File: config.mk
export PLATFORM = sky130hd
export DESIGN_NAME = video_line_timer_registers
export DESIGN_NICKNAME = d
export VERILOG_FILES = /design/src/hw/rtl/vlt_pkg.sv /design/src/hw/rtl/vlt_regs.sv /design/src/hw/rtl/video_line_timer_registers.sv
export SDC_FILE = /design/constraint.sdc
export NUM_CORES = 1
export LEC_CHECK = 0
export ABC_AREA = 1
export BUFFER_PORTS_ARGS = -buffer_cell sky130_fd_sc_hd__buf_2
export CORE_MARGIN = 2
export CORE_UTILIZATION = 23
export CTS_CLUSTER_DIAMETER = 60
export DETAILED_ROUTE_END_ITERATION = 8
export SYNTH_ARGS = -nofsm -noshare
export SYNTH_HDL_FRONTEND = slang
export SYNTH_SLANG_ARGS = --single-unit
export TNS_END_PERCENT = 30
File: constraint.sdc
create_clock -name clk -period 12.1 [get_ports clk]
set_input_delay 1.815 -clock clk [delete_from_list [all_inputs] [get_ports clk]]
set_output_delay 1.815 -clock clk [all_outputs]
set_load 0.03 [all_outputs]
File: src/hw/rtl/vlt_pkg.sv
// Shared types, constants and reset table for the video line timer register block.
package vlt_pkg;

	localparam int REG_WORDS_DFLT = 14;
	localparam int FRAME_LINES_DFLT = 525;

	localparam int WORD_IDX_W = 4;
	localparam int LINE_W = 10;
	localparam int ACC_W = 17;
	localparam int CPL_W = 16;
	localparam int CPL_RESET = 2976;

	localparam logic [WORD_IDX_W-1:0] W_VINTR = 4'd3;
	localparam logic [WORD_IDX_W-1:0] W_VCURRENT = 4'd4;
	localparam logic [WORD_IDX_W-1:0] W_VSYNC = 4'd6;

	localparam logic [LINE_W-1:0] LINE_MASK = 10'h3FE;
	localparam logic [LINE_W-1:0] FRAME_LINES_MIN = 10'd100;
	localparam logic [LINE_W-1:0] FRAME_LINES_MAX = 10'd799;

	typedef enum logic [1:0] {
		OP_READ = 2'd0,
		OP_WRITE = 2'd1,
		OP_TICK = 2'd2
	} op_t;

	typedef enum logic [1:0] {
		ST_IDLE,
		ST_STEP,
		ST_RESP
	} state_t;

	// Timing words the register file hands to the line stepper
	typedef struct packed {
		logic [LINE_W-1:0] vintr_line;
		logic [LINE_W-1:0] frame_lines;
	} timing_t;

	function automatic logic [31:0] reg_reset_word(input logic [WORD_IDX_W-1:0] idx);
		logic [31:0] w;
		case (idx)
			4'd0: w = 32'h0000_3202;
			4'd2: w = 32'd320;
			4'd3: w = 32'h0000_0002;
			4'd5: w = 32'h03E5_2239;
			4'd6: w = 32'h0000_020D;
			4'd7: w = 32'h0000_0C15;
			4'd8: w = 32'h0C15_0C15;
			4'd9: w = 32'h006C_02EC;
			4'd10: w = 32'h0025_01FF;
			4'd11: w = 32'h000E_0204;
			4'd12: w = 32'h0000_0200;
			4'd13: w = 32'h0000_0400;
			default: w = 32'h0000_0000;
		endcase
		return w;
	endfunction

endpackage

File: src/hw/rtl/vlt_regs.sv
// Register file words, bus read mux and vsync frame length decode.
module vlt_regs import vlt_pkg::*; #(
	parameter int REG_WORDS = REG_WORDS_DFLT,
	parameter int DEFAULT_FRAME_LINES = FRAME_LINES_DFLT
) (
	input  logic                  clk,
	input  logic                  arst_n,
	input  logic                  wr_en,
	input  logic [WORD_IDX_W-1:0] idx,
	input  logic [31:0]           wr_data,
	output logic [31:0]           rd_word,
	output timing_t               timing
);

	logic [31:0]       words_q [REG_WORDS];
	logic [LINE_W-1:0] frame_lines_q;
	logic              idx_valid;
	logic [LINE_W-1:0] vs_lines;

	assign idx_valid = {1'b0, idx} < 5'(REG_WORDS);
	assign vs_lines = wr_data[LINE_W-1:0];

	// current-line word lives in the stepper; its slot here is never written
	always_ff @(posedge clk or negedge arst_n) begin
		if (!arst_n) begin
			for (int i = 0; i < REG_WORDS; i++) begin
				words_q[i] <= reg_reset_word(WORD_IDX_W'(i));
			end
			frame_lines_q <= LINE_W'(DEFAULT_FRAME_LINES);
		end else if (wr_en && idx_valid && idx != W_VCURRENT) begin
			words_q[idx] <= wr_data;
			if (idx == W_VSYNC && vs_lines inside {[FRAME_LINES_MIN:FRAME_LINES_MAX]}) begin
				frame_lines_q <= vs_lines;
			end
		end
	end

	always_comb begin
		rd_word = '0;
		if (idx_valid) begin
			rd_word = words_q[idx];
		end
	end

	assign timing.vintr_line = words_q[W_VINTR][LINE_W-1:0] & LINE_MASK;
	assign timing.frame_lines = frame_lines_q;

endmodule

File: src/hw/rtl/video_line_timer_registers.sv
// Video line timer register block: bus register file, scan line stepper and interrupt.
//
// Every item (register read, register write or tick) is taken when the block is
// idle and gives one result. A read or write has the transfer cycle, where the
// bus access is done, and a result cycle that loads the output register. A tick
// that changes nothing (tick_cycles zero, or cycles_per_line zero) goes the same way.
// Any other tick adds to the cycle accumulator in the transfer; one shared
// add/compare/subtract unit then retires one line per cycle and steps the
// half-line counter until a cycle finds no line due, and the result cycle
// follows. The result cycle waits while the output register still holds an
// untaken result. s_tready is low from the transfer until the result is loaded;
// the output register holds a result until m_tready takes it.
module video_line_timer_registers import vlt_pkg::*; #(
	parameter int REG_WORDS = REG_WORDS_DFLT,
	parameter int DEFAULT_FRAME_LINES = FRAME_LINES_DFLT
) (
	input  logic        clk,
	input  logic        arst_n,
	input  logic        s_tvalid,
	output logic        s_tready,
	input  logic [55:0] s_tdata,   // reg_offset[5:0], write_data[37:6], tick_cycles[53:38], zero pad
	input  logic [1:0]  s_tuser,   // opcode[1:0]
	output logic        m_tvalid,
	input  logic        m_tready,
	output logic [79:0] m_tdata,   // read_data[31:0], interrupt_level[32],
	                               // current_half_line[42:33], frames_done[74:43], zero pad
	input  logic        cfg_valid,
	output logic        cfg_ready,
	input  logic [15:0] cfg_data   // cycles_per_line
);

	state_t state_q, state_d;

	logic [CPL_W-1:0]      cpl_q;
	logic [ACC_W-1:0]      acc_q;
	logic [LINE_W-1:0]     line_q;
	logic [31:0]           frames_q;
	logic                  irq_q;
	logic [31:0]           rd_q;
	logic                  m_tvalid_q;
	logic [79:0]           m_tdata_q;

	op_t                   op;
	logic [WORD_IDX_W-1:0] idx;
	logic [31:0]           wdata;
	logic [CPL_W-1:0]      tick_cycles;
	logic                  take;
	logic                  tick_go;
	logic                  line_due;
	logic                  do_step;
	logic                  out_free;
	logic                  load_out;
	logic                  reg_wr;
	logic [31:0]           rd_word;
	timing_t               timing;

	logic [LINE_W-1:0]     line_next;
	logic                  wrap;

	assign op = op_t'(s_tuser);
	assign idx = s_tdata[5:2];
	assign wdata = s_tdata[37:6];
	assign tick_cycles = s_tdata[53:38];

	assign tick_go = op == OP_TICK && tick_cycles != '0 && cpl_q != '0;
	assign line_due = acc_q >= {1'b0, cpl_q};
	assign out_free = !m_tvalid_q || m_tready;
	assign cfg_ready = 1'b1;

	vlt_regs #(
		.REG_WORDS(REG_WORDS),
		.DEFAULT_FRAME_LINES(DEFAULT_FRAME_LINES)
	) u_regs (
		.clk(clk),
		.arst_n(arst_n),
		.wr_en(reg_wr),
		.idx(idx),
		.wr_data(wdata),
		.rd_word(rd_word),
		.timing(timing)
	);

	always_comb begin
		state_d = state_q;
		case (state_q)
			ST_IDLE: begin
				if (s_tvalid) begin
					state_d = tick_go ? ST_STEP : ST_RESP;
				end
			end
			ST_STEP: begin
				if (!line_due) begin
					state_d = ST_RESP;
				end
			end
			ST_RESP: begin
				if (out_free) begin
					state_d = ST_IDLE;
				end
			end
			default: state_d = ST_IDLE;
		endcase
	end

	always_comb begin
		s_tready = 1'b0;
		do_step = 1'b0;
		load_out = 1'b0;
		case (state_q)
			ST_IDLE: s_tready = 1'b1;
			ST_STEP: do_step = line_due;
			ST_RESP: load_out = out_free;
			default: s_tready = 1'b0;
		endcase
	end

	assign take = s_tready && s_tvalid;
	assign reg_wr = take && op == OP_WRITE;

	// one line of the stepper: advance by a half-line pair, wrap past frame end
	always_comb begin
		line_next = (line_q + LINE_W'(2)) & LINE_MASK;
		wrap = line_next > (timing.frame_lines & LINE_MASK) || line_next == '0;
		if (wrap) begin
			line_next = '0;
		end
	end

	always_ff @(posedge clk or negedge arst_n) begin
		if (!arst_n) begin
			state_q <= ST_IDLE;
			cpl_q <= CPL_W'(CPL_RESET);
			acc_q <= '0;
			line_q <= '0;
			frames_q <= '0;
			irq_q <= 1'b0;
			m_tvalid_q <= 1'b0;
		end else begin
			state_q <= state_d;
			if (cfg_valid && cfg_ready) begin
				cpl_q <= cfg_data;
			end
			if (take) begin
				case (op)
					OP_WRITE: begin
						if (idx == W_VCURRENT) begin
							irq_q <= 1'b0;
						end
					end
					OP_TICK: begin
						if (tick_go) begin
							acc_q <= acc_q + ACC_W'(tick_cycles);
						end
					end
					default: ;
				endcase
			end
			if (do_step) begin
				acc_q <= acc_q - ACC_W'(cpl_q);
				line_q <= line_next;
				if (wrap) begin
					frames_q <= frames_q + 32'd1;
					irq_q <= 1'b0;
				end else if (!irq_q && timing.vintr_line != '0
					&& line_next == timing.vintr_line) begin
					irq_q <= 1'b1;
				end
			end
			if (load_out) begin
				m_tvalid_q <= 1'b1;
			end else if (m_tready) begin
				m_tvalid_q <= 1'b0;
			end
		end
	end

	always_ff @(posedge clk) begin
		if (take) begin
			if (op == OP_READ) begin
				rd_q <= (idx == W_VCURRENT) ? 32'(line_q) : rd_word;
			end else begin
				rd_q <= '0;
			end
		end
		if (load_out) begin
			m_tdata_q <= {5'b0, frames_q, line_q, irq_q, rd_q};
		end
	end

	assign m_tvalid = m_tvalid_q;
	assign m_tdata = m_tdata_q;

endmodule

After elaboration in Yosys (flattened, before gate mapping):

Index checks and enable logic that the tools add are counted.

* RAM bits: 0
* input bits: 79
* register bits after elaboration: 644
* output and inout port bits: 83
* bits in latches: 0
* logic and storage cells: 109
* memory bits (read-only): 0
* memories: 0

* bitwise gates (word level): 3
* $add $sub $neg: 4
* muxes and demuxes: 29
* equality and inequality tests: 11
* $lt $le $gt $ge: 7
* shift-type cells: 0
* reduce and logical (&&, ||, !) cells: 30
* div/mod/pow operators: 0
* multiply operators: 0

Operator list (count)
* $bwmux W448: 1
* $bmux W32 S4: 1
* $demux W32 S4: 1
* $mux W32: 3
* $mux W17: 4
* $add A32 B1 Y32 const B: 1
* $reduce_bool A16 Y1: 2
* $mux W10: 3
* $add A17 B16 Y17: 1
* $ge A17 B16 Y1: 1
* $sub A17 B16 Y17: 1
* $logic_and A1 B1 Y1: 11
* $mux W1: 11
* $add A10 B2 Y10 const B: 1
* $eq A10 B10 Y1: 1
* $ge A10 B7 Y1 const B: 1
* $gt A10 B10 Y1: 1
* $le A10 B10 Y1 const B: 1
* $logic_not A10 Y1: 1
* $reduce_bool A10 Y1: 1
* $eq A4 B3 Y1 const B: 2
* $mux W2: 4
* $reduce_bool A2 Y1: 4
* $ne A2 B2 Y1 const B: 3
* other kinds (15): 23

Depth between registers and ports, before layout:

Gate-level depths: netlist of run 1.

* depth after elaboration: 9
* depth in mapped cells: 23
* gate-level depth less buffers: 23

By module:

From an unflattened synthesis of run 1, not the netlist that was laid out.

* cells, all modules: 3764
* area total of the unflattened synthesis: 30287.8 um2

Modules (own cells, without submodules)
* vlt_regs: seq. area each 11551.1 um2, area each 20911.3 um2, cells each 2806, instances 1
* video_line_timer_registers: seq. area each 5141.2 um2, area each 9376.5 um2, cells each 958, instances 1

Least setup slack after synthesis of run 1:

Ideal clock, no wire load.

* kind: input port to flip-flop
* start: in s_tvalid
* end: reg u_regs.words_q[74] (netlist bit)
* setup time: 133 ps
* slack: 6583 ps
* stages: 9
* path buffers: 2
* required time: 11967 ps
* arrival time: 5384 ps
* cell sequence: inv_1 nor3_1 nand4_1 inv_2 buf_2 nand3_1 clkbuf_1 nand2_1 o21ai_0

* cells in the longest elaborated chain, start to end: 4

Ends and longest elaborated chain
* from (decl): line video_line_timer_registers.sv:19 `input logic s_tvalid,`
* $logic_and A1 B1 Y1: line video_line_timer_registers.sv:117 `assign take = s_tready && s_tvalid;`
* via take: line video_line_timer_registers.sv:47 `logic take;`
* $logic_and A1 B1 Y1: line video_line_timer_registers.sv:118 `assign reg_wr = take && op == OP_WRITE;`
* $logic_and A1 B1 Y1 (2 in series): line vlt_regs.sv:30 `end else if (wr_en && idx_valid && idx != W_VCURRENT) begin`
* to (signal, indexed assignment): line vlt_regs.sv:27 `words_q[i] <= reg_reset_word(WORD_IDX_W'(i));`
* to (signal, indexed assignment): line vlt_regs.sv:31 `words_q[idx] <= wr_data;`
* to (decl): line vlt_regs.sv:15 `logic [31:0] words_q [REG_WORDS];`

The timed path passes the listed nets, and every way through them passes these cells.
A chain may end at the register's enable or synchronous reset.

Final worst setup path of run 1:

* start: in s_tdata[4]
* end: reg u_regs.words_q[228] (netlist bit)

* cells in the longest elaborated chain, start to end: 6
* elaborated cells between the ends (all ways): 11
* those cells by class: order compare (3); eq/ne (1); mux (3); bitwise (1); reduce/logical (3)

Ends and longest elaborated chain
* from (decl): line video_line_timer_registers.sv:21 `input logic [55:0] s_tdata,`
* $not A4 Y5 (implied by the code): line vlt_regs.sv:31
* $ge A5 B5 Y1 (implied by the code) / $lt A5 B1 Y1 (equally long branches): line vlt_regs.sv:31
* $logic_and A1 B1 Y1 (implied by the code): line vlt_regs.sv:31
* $mux W32 (implied by the code): line vlt_regs.sv:31
* $demux W32 S4: line vlt_regs.sv:31
* $bwmux W448: line vlt_regs.sv:31

Several ways; a longest one is shown, not always the timed one.

==> impl_metrics.py, run 1 <==
metrics = {
    "route": {
        "ant_nets": 0,
        "drt-total-wl_um": 79030,
        "drt_first_pass_iters": 6,
        "drtIter0Drc": 1989,
        "routed_via_density": 4.590,
        "wl_per_cell_um": 17.26,
        "num_vias": 21020,
        "drcViolationCount": 0,
    },
    "yosys": {
        "synth-simple-area-share_pct": 13.20,
        "synth_top_family_by_area": "compound AO/OA/AOI/OAI gates",
        "synth_mux_area_share_pct": 0.04044,
        "synthCells": 2870,
        "ys.flop_type": "dfrtp_1",
        "synthXorXnorAreaFrac_pct": 1.698,
        "ys_ff_latch": 641,
        "synth_top_area_share_pct": 41.25,
        "ys_async_sr_fraction_pct": 83.46,
        "synth_adder_area_share_pct": 2.076,
        "yosys-top-cells-area": "dfrtp_1, edfxtp_1, nand2_1",
        "syn_area_per_cell_um2": 9.703,
        "synth_compound_area_share_pct": 18.12,
        "syn_area_um2": 27850,
        "synth_top_area_cell": "dfrtp_1",
        "yosys_warnings": 0,
        "synth_edf_count": 106,
        "yosysSeqAreaShare_pct": 59.85,
        "synth_cell_types": 55,
    },
    "setup_path": {
        "worst-path-buf-inv": 6,
        "slowest_delay_ps": 730,
        "critPathLaunchType": "input port",
        "worstPathCellList": "buf_2 > inv_1 > nor2_2 > buf_4 > inv_1 > nor2_1 > a21oi_1 > nand4_1 > inv_2 > nand2_2 > buf_4 > o21ai_0",
        "end_kind": "flip-flop",
        "crit_arrival_ps": 5660,
        "worstSetupPathType": "in2reg",
        "cp_slowest_cell": "nor2_1",
        "path_max_fanout": 34,
        "cp_top_family": "buffers and inverters",
        "required_ps": 12580,
    },
    "final_layout": {
        "design_area_um2": 32600,
        "num-fill-cells": 12640,
        "syn_to_final_growth_pct": 17.06,
        "nets": 3032,
        "final_layout_size_suffix_gt1_share_pct": 14.09,
    },
    "clock_network": {
        "clk_path_buf_depth": 3,
        "cts_buffers": 71,
        "clock-sinks": 641,
        "clk_latency_ps": 640,
        "tritoncts": "done",
        "post-cts-setup-buffers": 0,
        "cts_root_buf": "clkbuf_16",
        "postCtsHoldBufs": 0,
        "h-tree-depth": 3,
        "cts_resized": 0,
        "path_clk_slew_ps": 60,
    },
    "floorplanning": {
        "die_h_um": 352.0,
        "dieArea_um2": 123900,
        "coreArea_um2": 120000,
        "io_pins": 162,
        "num_rows": 127,
        "die_w_um": 352.0,
        "start_util_pct": 23.21,
    },
    "sta": {
        "slew_violations": 0,
        "fin_crit_sh_pct": 42.87,
        "finalCriticalPeriod_ps": 5187,
        "slew_headroom_pct": 17.42,
        "fmax_mhz": 192.8,
        "hold-worst-slack_ps": 377.5,
        "fin_setup_tns_ps": 0,
        "skew_ps": 34.90,
        "setup_viol": 0,
        "layout_setup_ws_ps": 6913,
        "worstMarginPinSlew_ps": 1223,
        "rsz0062_at_grt": "false",
        "hold_viol_final": 0,
    },
    "global_route": {
        "grt_max_degree": 167,
        "antenna_found_initial": 10,
        "grt_pass1_wl_um": 123800,
        "grt_pass1_vias": 20640,
        "grt_use_met1_pct": 18.35,
        "grt-ovfl-total": 0,
        "grtUsageTotal_pct": 12.58,
        "top_usage_layer": "met2",
        "use_met3_pct": 2.632,
        "grt_util_met2_pct": 18.93,
    },
    "outcome": {
        "status": "complete, no violations",
    },
    "placed_design": {
        "hpwl_um": 47700,
        "place_area_um2": 30140,
        "place_congestion": 0.8217,
        "io_buffers": 150,
        "pre_cts_ws_ps": 6350,
    },
    "pwr": {
        "p_per_area_nw_per_um2": 195.7,
        "power_mw": 6.379,
        "leakage_nw": 13.90,
        "ir_drop_mv": 0.1400,
    },
    "run": {
        "drv_cap": 0,
    },
    "hold_path": {
        "hold_path.class": "reg2reg",
    },
}
## layer usage
metal | share of wire (%) | vias up
li1 | - | 9917
met1 | 48 | 10320
met2 | 43 | 669
met3 | 6.7 | 109
met4 | 1.8 | 6
met5 | 0.049 | -
## worst register-to-register path: cells and delay by family, from the launching register on
| kind | cells | cell delay [ps] |
|---|---|---|
| fa+ha+maj | 2 | 600 |
| buf+inv | 2 | 310 |
| flops | 1 | 560 |
| xor+xnor | 2 | 520 |
| simple gates | 12 | 1630 |
## layout make-up
| cell class | count | area [um2] | area share (%) |
|---|---|---|---|
| inverters | 137 | 520.5 | 1.597 |
| flip-flops and latches | 641 | 16670 | 51.13 |
| repair buffers | 183 | 1021 | 3.132 |
| well taps | 1612 | 2017 | 6.188 |
| clock inverters | 31 | 478.0 | 1.466 |
| clock buffers | 100 | 1976 | 6.061 |
| diodes | 2 | 5.005 | 0.01535 |
| multi-input cells | 1874 | 9913 | 30.41 |
## per-stage QoR
| step | std cells | util [%] |
|---|---|---|
| after floorplan | 2875 | - |
| after global placement | 4447 | 25.12 |
| after detailed placement | 4447 | 25.12 |
| after CTS | 4578 | 27.17 |
| after global routing | 4578 | 27.17 |
| final | 4580 | 27.17 |
## cell usage in the layout, fill, tap and decap left out, types with 7 or more instances in the layout
cell       synthesis  routed
dfstp_2           76      76
nand2_2            6       9
dfrtp_1          459     459
o21ai_0          474     474
o211ai_1           8       8
a31oi_1           17      17
a21oi_1           90      90
a32oi_1           11      11
edfxtp_1         106     106
nand3_2            0      11
nor4_1            11      11
o41ai_1            7       7
clkbuf_16          0      71
nor2_1            67      61
clkinv_2           0      10
clkbuf_8           0       9
xnor2_1           26      26
buf_2              3     149
clkbuf_1         200      20
nand2_1          726     723
xor2_1            28      28
inv_1            125     125
nor3_1             8       7
nand4_1           23      23
nand3_1           54      43
a22oi_1          204     204
a41oi_1           11      11
buf_4              7      32
ha_1              43      43
conb_1             2       7
## power by group
part | internal (mW) | total [mW] | leakage, nW | switching, mW
logic | 0.423 | 1.30 | 4.67 | 0.879
clock network | 1.30 | 2.24 | 1.19 | 0.945
registers | 2.62 | 2.83 | 8.05 | 0.212
total | 4.34 | 6.38 | 13.9 | 2.04
## worst paths after layout
check | startpoint | endpoint | slack, ps | cells after the start
setup / recovery | s_tdata[4] | u_regs.words_q[228] | 6910 | 12
hold / removal | u_regs.words_q[288] | u_regs.words_q[288] | 380 | 0
setup reg to reg | line_q[1] | frames_q[28] | 8350 | 18
hold reg to reg | u_regs.words_q[288] | u_regs.words_q[288] | 380 | 0
max in group asynchronous | arst_n | u_regs.words_q[223] | 8370 | 3
min in group asynchronous | arst_n | cpl_q[1] | 1220 | 1
## cells by family after synthesis
group,after synthesis
AO/OA/AOI/OAI,855
XOR/XNOR,54
adder cells (fa/ha/maj),45
buffers and inverters,360
flip-flops,641
multiplexers,1
other,2
AND/OR/NAND/NOR,912
## cell usage after synthesis, types with 11 or more instances
master	number
ha_1	43
xor2_1	28
a31oi_1	17
a41oi_1	11
nand4_1	23
edfxtp_1	106
clkbuf_1	200
nand2_1	726
a21oi_1	90
nor2_1	67
nor4_1	11
a22oi_1	204
inv_1	125
a32oi_1	11
nand3_1	54
xnor2_1	26
dfrtp_1	459
dfstp_2	76
o21ai_0	474
buf_1	12
## registers in the layout, summed over array words and instances, names as in the netlist
register / cells
acc_q: 17
irq_q: 1
u_regs.frame_lines_q: 9
line_q: 9
cpl_q: 16
m_tvalid: 1
u_regs.words_q: 439
m_tdata: 74
state_q: 2
frames_q: 32
rd_q: 32
u_regs.timing: 9
(Power assumes the default switching activity.)
==> run 2, diff against run 1 <==
==> constraint.sdc (replaced) <==
create_clock -name clk -period 4.95 [get_ports clk]
set_input_delay 0.7425 -clock clk [delete_from_list [all_inputs] [get_ports clk]]
set_output_delay 0.7425 -clock clk [all_outputs]
set_load 0.03 [all_outputs]
==> run 2 against run 1 <==
Against the previous run:
- utilization up 0.25 points
- clock skew is 1.7 ps lower
- sequential share of layout area decreased by 0.46 points
- register-to-register slack got worse by 7200 ps
- sequential cell count stayed put
- worst hold slack got worse by 300 ps
- count of clock-buffer cells in the layout shrank 3
==> impl_metrics.py, run 2 (synthesized netlist as in run 1, its figures left out) <==
metrics = {
    "outcome": {
        "status": "complete, no violations",
    },
    "clock_network": {
        "post-cts-setup-buffers": 0,
        "clock-sinks": 641,
        "cts_buffers": 71,
        "h-tree-depth": 3,
        "tritoncts": "done",
        "cts_root_buf": "clkbuf_16",
        "postCtsHoldBufs": 0,
        "path_clk_slew_ps": 60,
        "clk_latency_ps": 620,
        "cts_resized": 0,
        "clk_path_buf_depth": 3,
    },
    "sta": {
        "worstMarginPinSlew_ps": 1304,
        "skew_ps": 33.16,
        "fin_setup_tns_ps": 0,
        "slew_violations": 0,
        "fin_crit_sh_pct": 75.86,
        "slew_headroom_pct": 12.96,
        "setup_viol": 0,
        "fmax_mhz": 266.3,
        "layout_setup_ws_ps": 1195,
        "rsz0062_at_grt": "false",
        "finalCriticalPeriod_ps": 3755,
        "hold_viol_final": 0,
    },
    "placed_design": {
        "hpwl_um": 49090,
        "io_buffers": 150,
        "dp.cells": 4463,
        "place_congestion": 0.8326,
        "pre_cts_ws_ps": 1267,
    },
    "global_route": {
        "grt_pass1_wl_um": 123100,
        "grt_pass1_vias": 20530,
        "grt-ovfl-total": 0,
        "grtUsageTotal_pct": 12.46,
        "grt_max_degree": 151,
        "antenna_found_initial": 10,
    },
    "floorplanning": {
        "coreArea_um2": 120000,
        "start_util_pct": 23.21,
        "io_pins": 162,
        "dieArea_um2": 123900,
        "die_h_um": 352.0,
        "die_w_um": 352.0,
        "num_rows": 127,
    },
    "pwr": {
        "p_switching_mw": 4.910,
        "swShare_pct": 31.10,
        "seqPwrFrac_pct": 43.8,
        "ir_drop_mv": 0.2765,
        "p_int_mw": 10.88,
        "leakage_nw": 14.07,
        "p_per_area_nw_per_um2": 480.0,
        "power.share.clock_pct": 35.9,
        "power_frac_comb_pct": 20.3,
    },
    "route": {
        "wl_per_cell_um": 17.07,
        "drt_first_pass_iters": 6,
        "num_vias": 21070,
        "drt-total-wl_um": 78450,
        "ant_nets": 0,
        "routed_via_density": 4.584,
        "drtIter0Drc": 2017,
        "drcViolationCount": 0,
    },
    "final_layout": {
        "layout_common_cells": "nand2_1, o21ai_0, dfrtp_1, a22oi_1, buf_2",
        "final_layout_size_suffix_gt1_share_pct": 14.75,
        "largest_register": "u_regs.words_q",
        "fin_util_pct": 27.42,
        "nets": 3048,
        "largest_reg_flops": 439,
        "final_common_cell": "nand2_1",
        "syn_to_final_growth_pct": 18.12,
        "num-fill-cells": 12660,
        "instances_no_fill": 4596,
    },
    "setup_path": {
        "r2r-start": "line_q[1]",
        "worstPathCellList": "ha_1 > nand2_1 > nor2_1 > nand4_1 > xor2_1 > ha_1 > nand2_1 > inv_1 > and3_1 > nand4_1 > nand2_2 > nand2_2 > nand2_2 > inv_2 > nand2_1 > nor2_1 > nand3_1 > xnor2_1",
        "required_ps": 5430,
        "rr_endpoint": "frames_q[12]",
        "critPathLaunchType": "flip-flop",
        "cp_slowest_cell": "dfrtp_1",
        "crit_arrival_ps": 4240,
        "startpoint": "line_q[1]",
        "path_max_fanout": 15,
        "worstSetupPathType": "reg2reg",
        "end_kind": "flip-flop",
        "regToRegSetupSlack_ps": 1190,
        "reg2reg_depth": 18,
        "slowest_delay_ps": 560,
    },
    "hold_path": {
        "hold_path.class": "in2async",
    },
    "run": {
        "drv_cap": 0,
    },
}
[run 2: cell count changes in the layout (fill, tap and decap cells not counted), moves of 2 or more]
cell       change
clkinv_16      -3
inv_8          +2
bufinv_16      +3
buf_12         +7
buf_4          +9
clkbuf_1       -7
clkbuf_16      +4
[run 2: power by group through the flow]
stage | Sequential [mW] | Combinational (mW) | Clock [mW]
after detailed placement | 7.00 | 3.21 | 0
after global placement | 6.98 | 3.17 | 0
after CTS | 6.91 | 3.23 | 5.82
final | 6.91 | 3.20 | 5.68
after floorplan | 7.25 | 1.91 | 0
after global routing | 7.01 | 3.62 | 6.04
[run 2: final cells by class]
| type | count | area, um2 | area share (%) |
|---|---|---|---|
| Tap cell | 1612 | 2017 | 6.132 |
| Timing Repair Buffer | 199 | 1229 | 3.735 |
| Antenna cell | 1 | 2.502 | 0.007608 |
| Inverter | 137 | 520.5 | 1.582 |
| Clock buffer | 97 | 2049 | 6.231 |
| Sequential cell | 641 | 16670 | 50.67 |
| Clock inverter | 35 | 498.0 | 1.514 |
| Multi-Input combinational cell | 1874 | 9911 | 30.13 |
[run 2: worst max path at each step]
stage                                endpoint  slack, ps  depth (start not counted)
after floorplan            u_regs.words_q[74]        510                          9
after CTS                        frames_q[12]       1260                         18
after global placement           frames_q[30]       1310                         17
final                            frames_q[12]       1190                         18
after global routing             frames_q[28]        910                         18
after detailed placement  u_regs.words_q[214]       1270                         13
[run 2: worst max-delay path: cells and delay by family (launching register included)]
family | cells | cell delay, ps
xor gates and xnor gates | 2 | 550
adders and majority gates | 2 | 610
buffers and inverters | 2 | 280
DFF | 1 | 560
and+or+nand+nor | 12 | 1610
[run 2: through the flow]
step,hold WS (ps),instance area [um2],power [mW]
global placement,365.2,30340,10.15
detailed placement,368.2,30340,10.21
global route,110.0,32890,16.67
finish,76.53,32890,15.79
floorplan,400.3,27870,9.164
CTS,90.30,32890,15.95
[run 2: routing by layer]
layer,share of wire (%),GRT usage (%),vias up
li1,-,-,9967
met1,47,18.14,10300
met2,43,18.55,690
met3,7.4,2.948,101
met4,1.7,2.833,16
met5,0.13,0,-
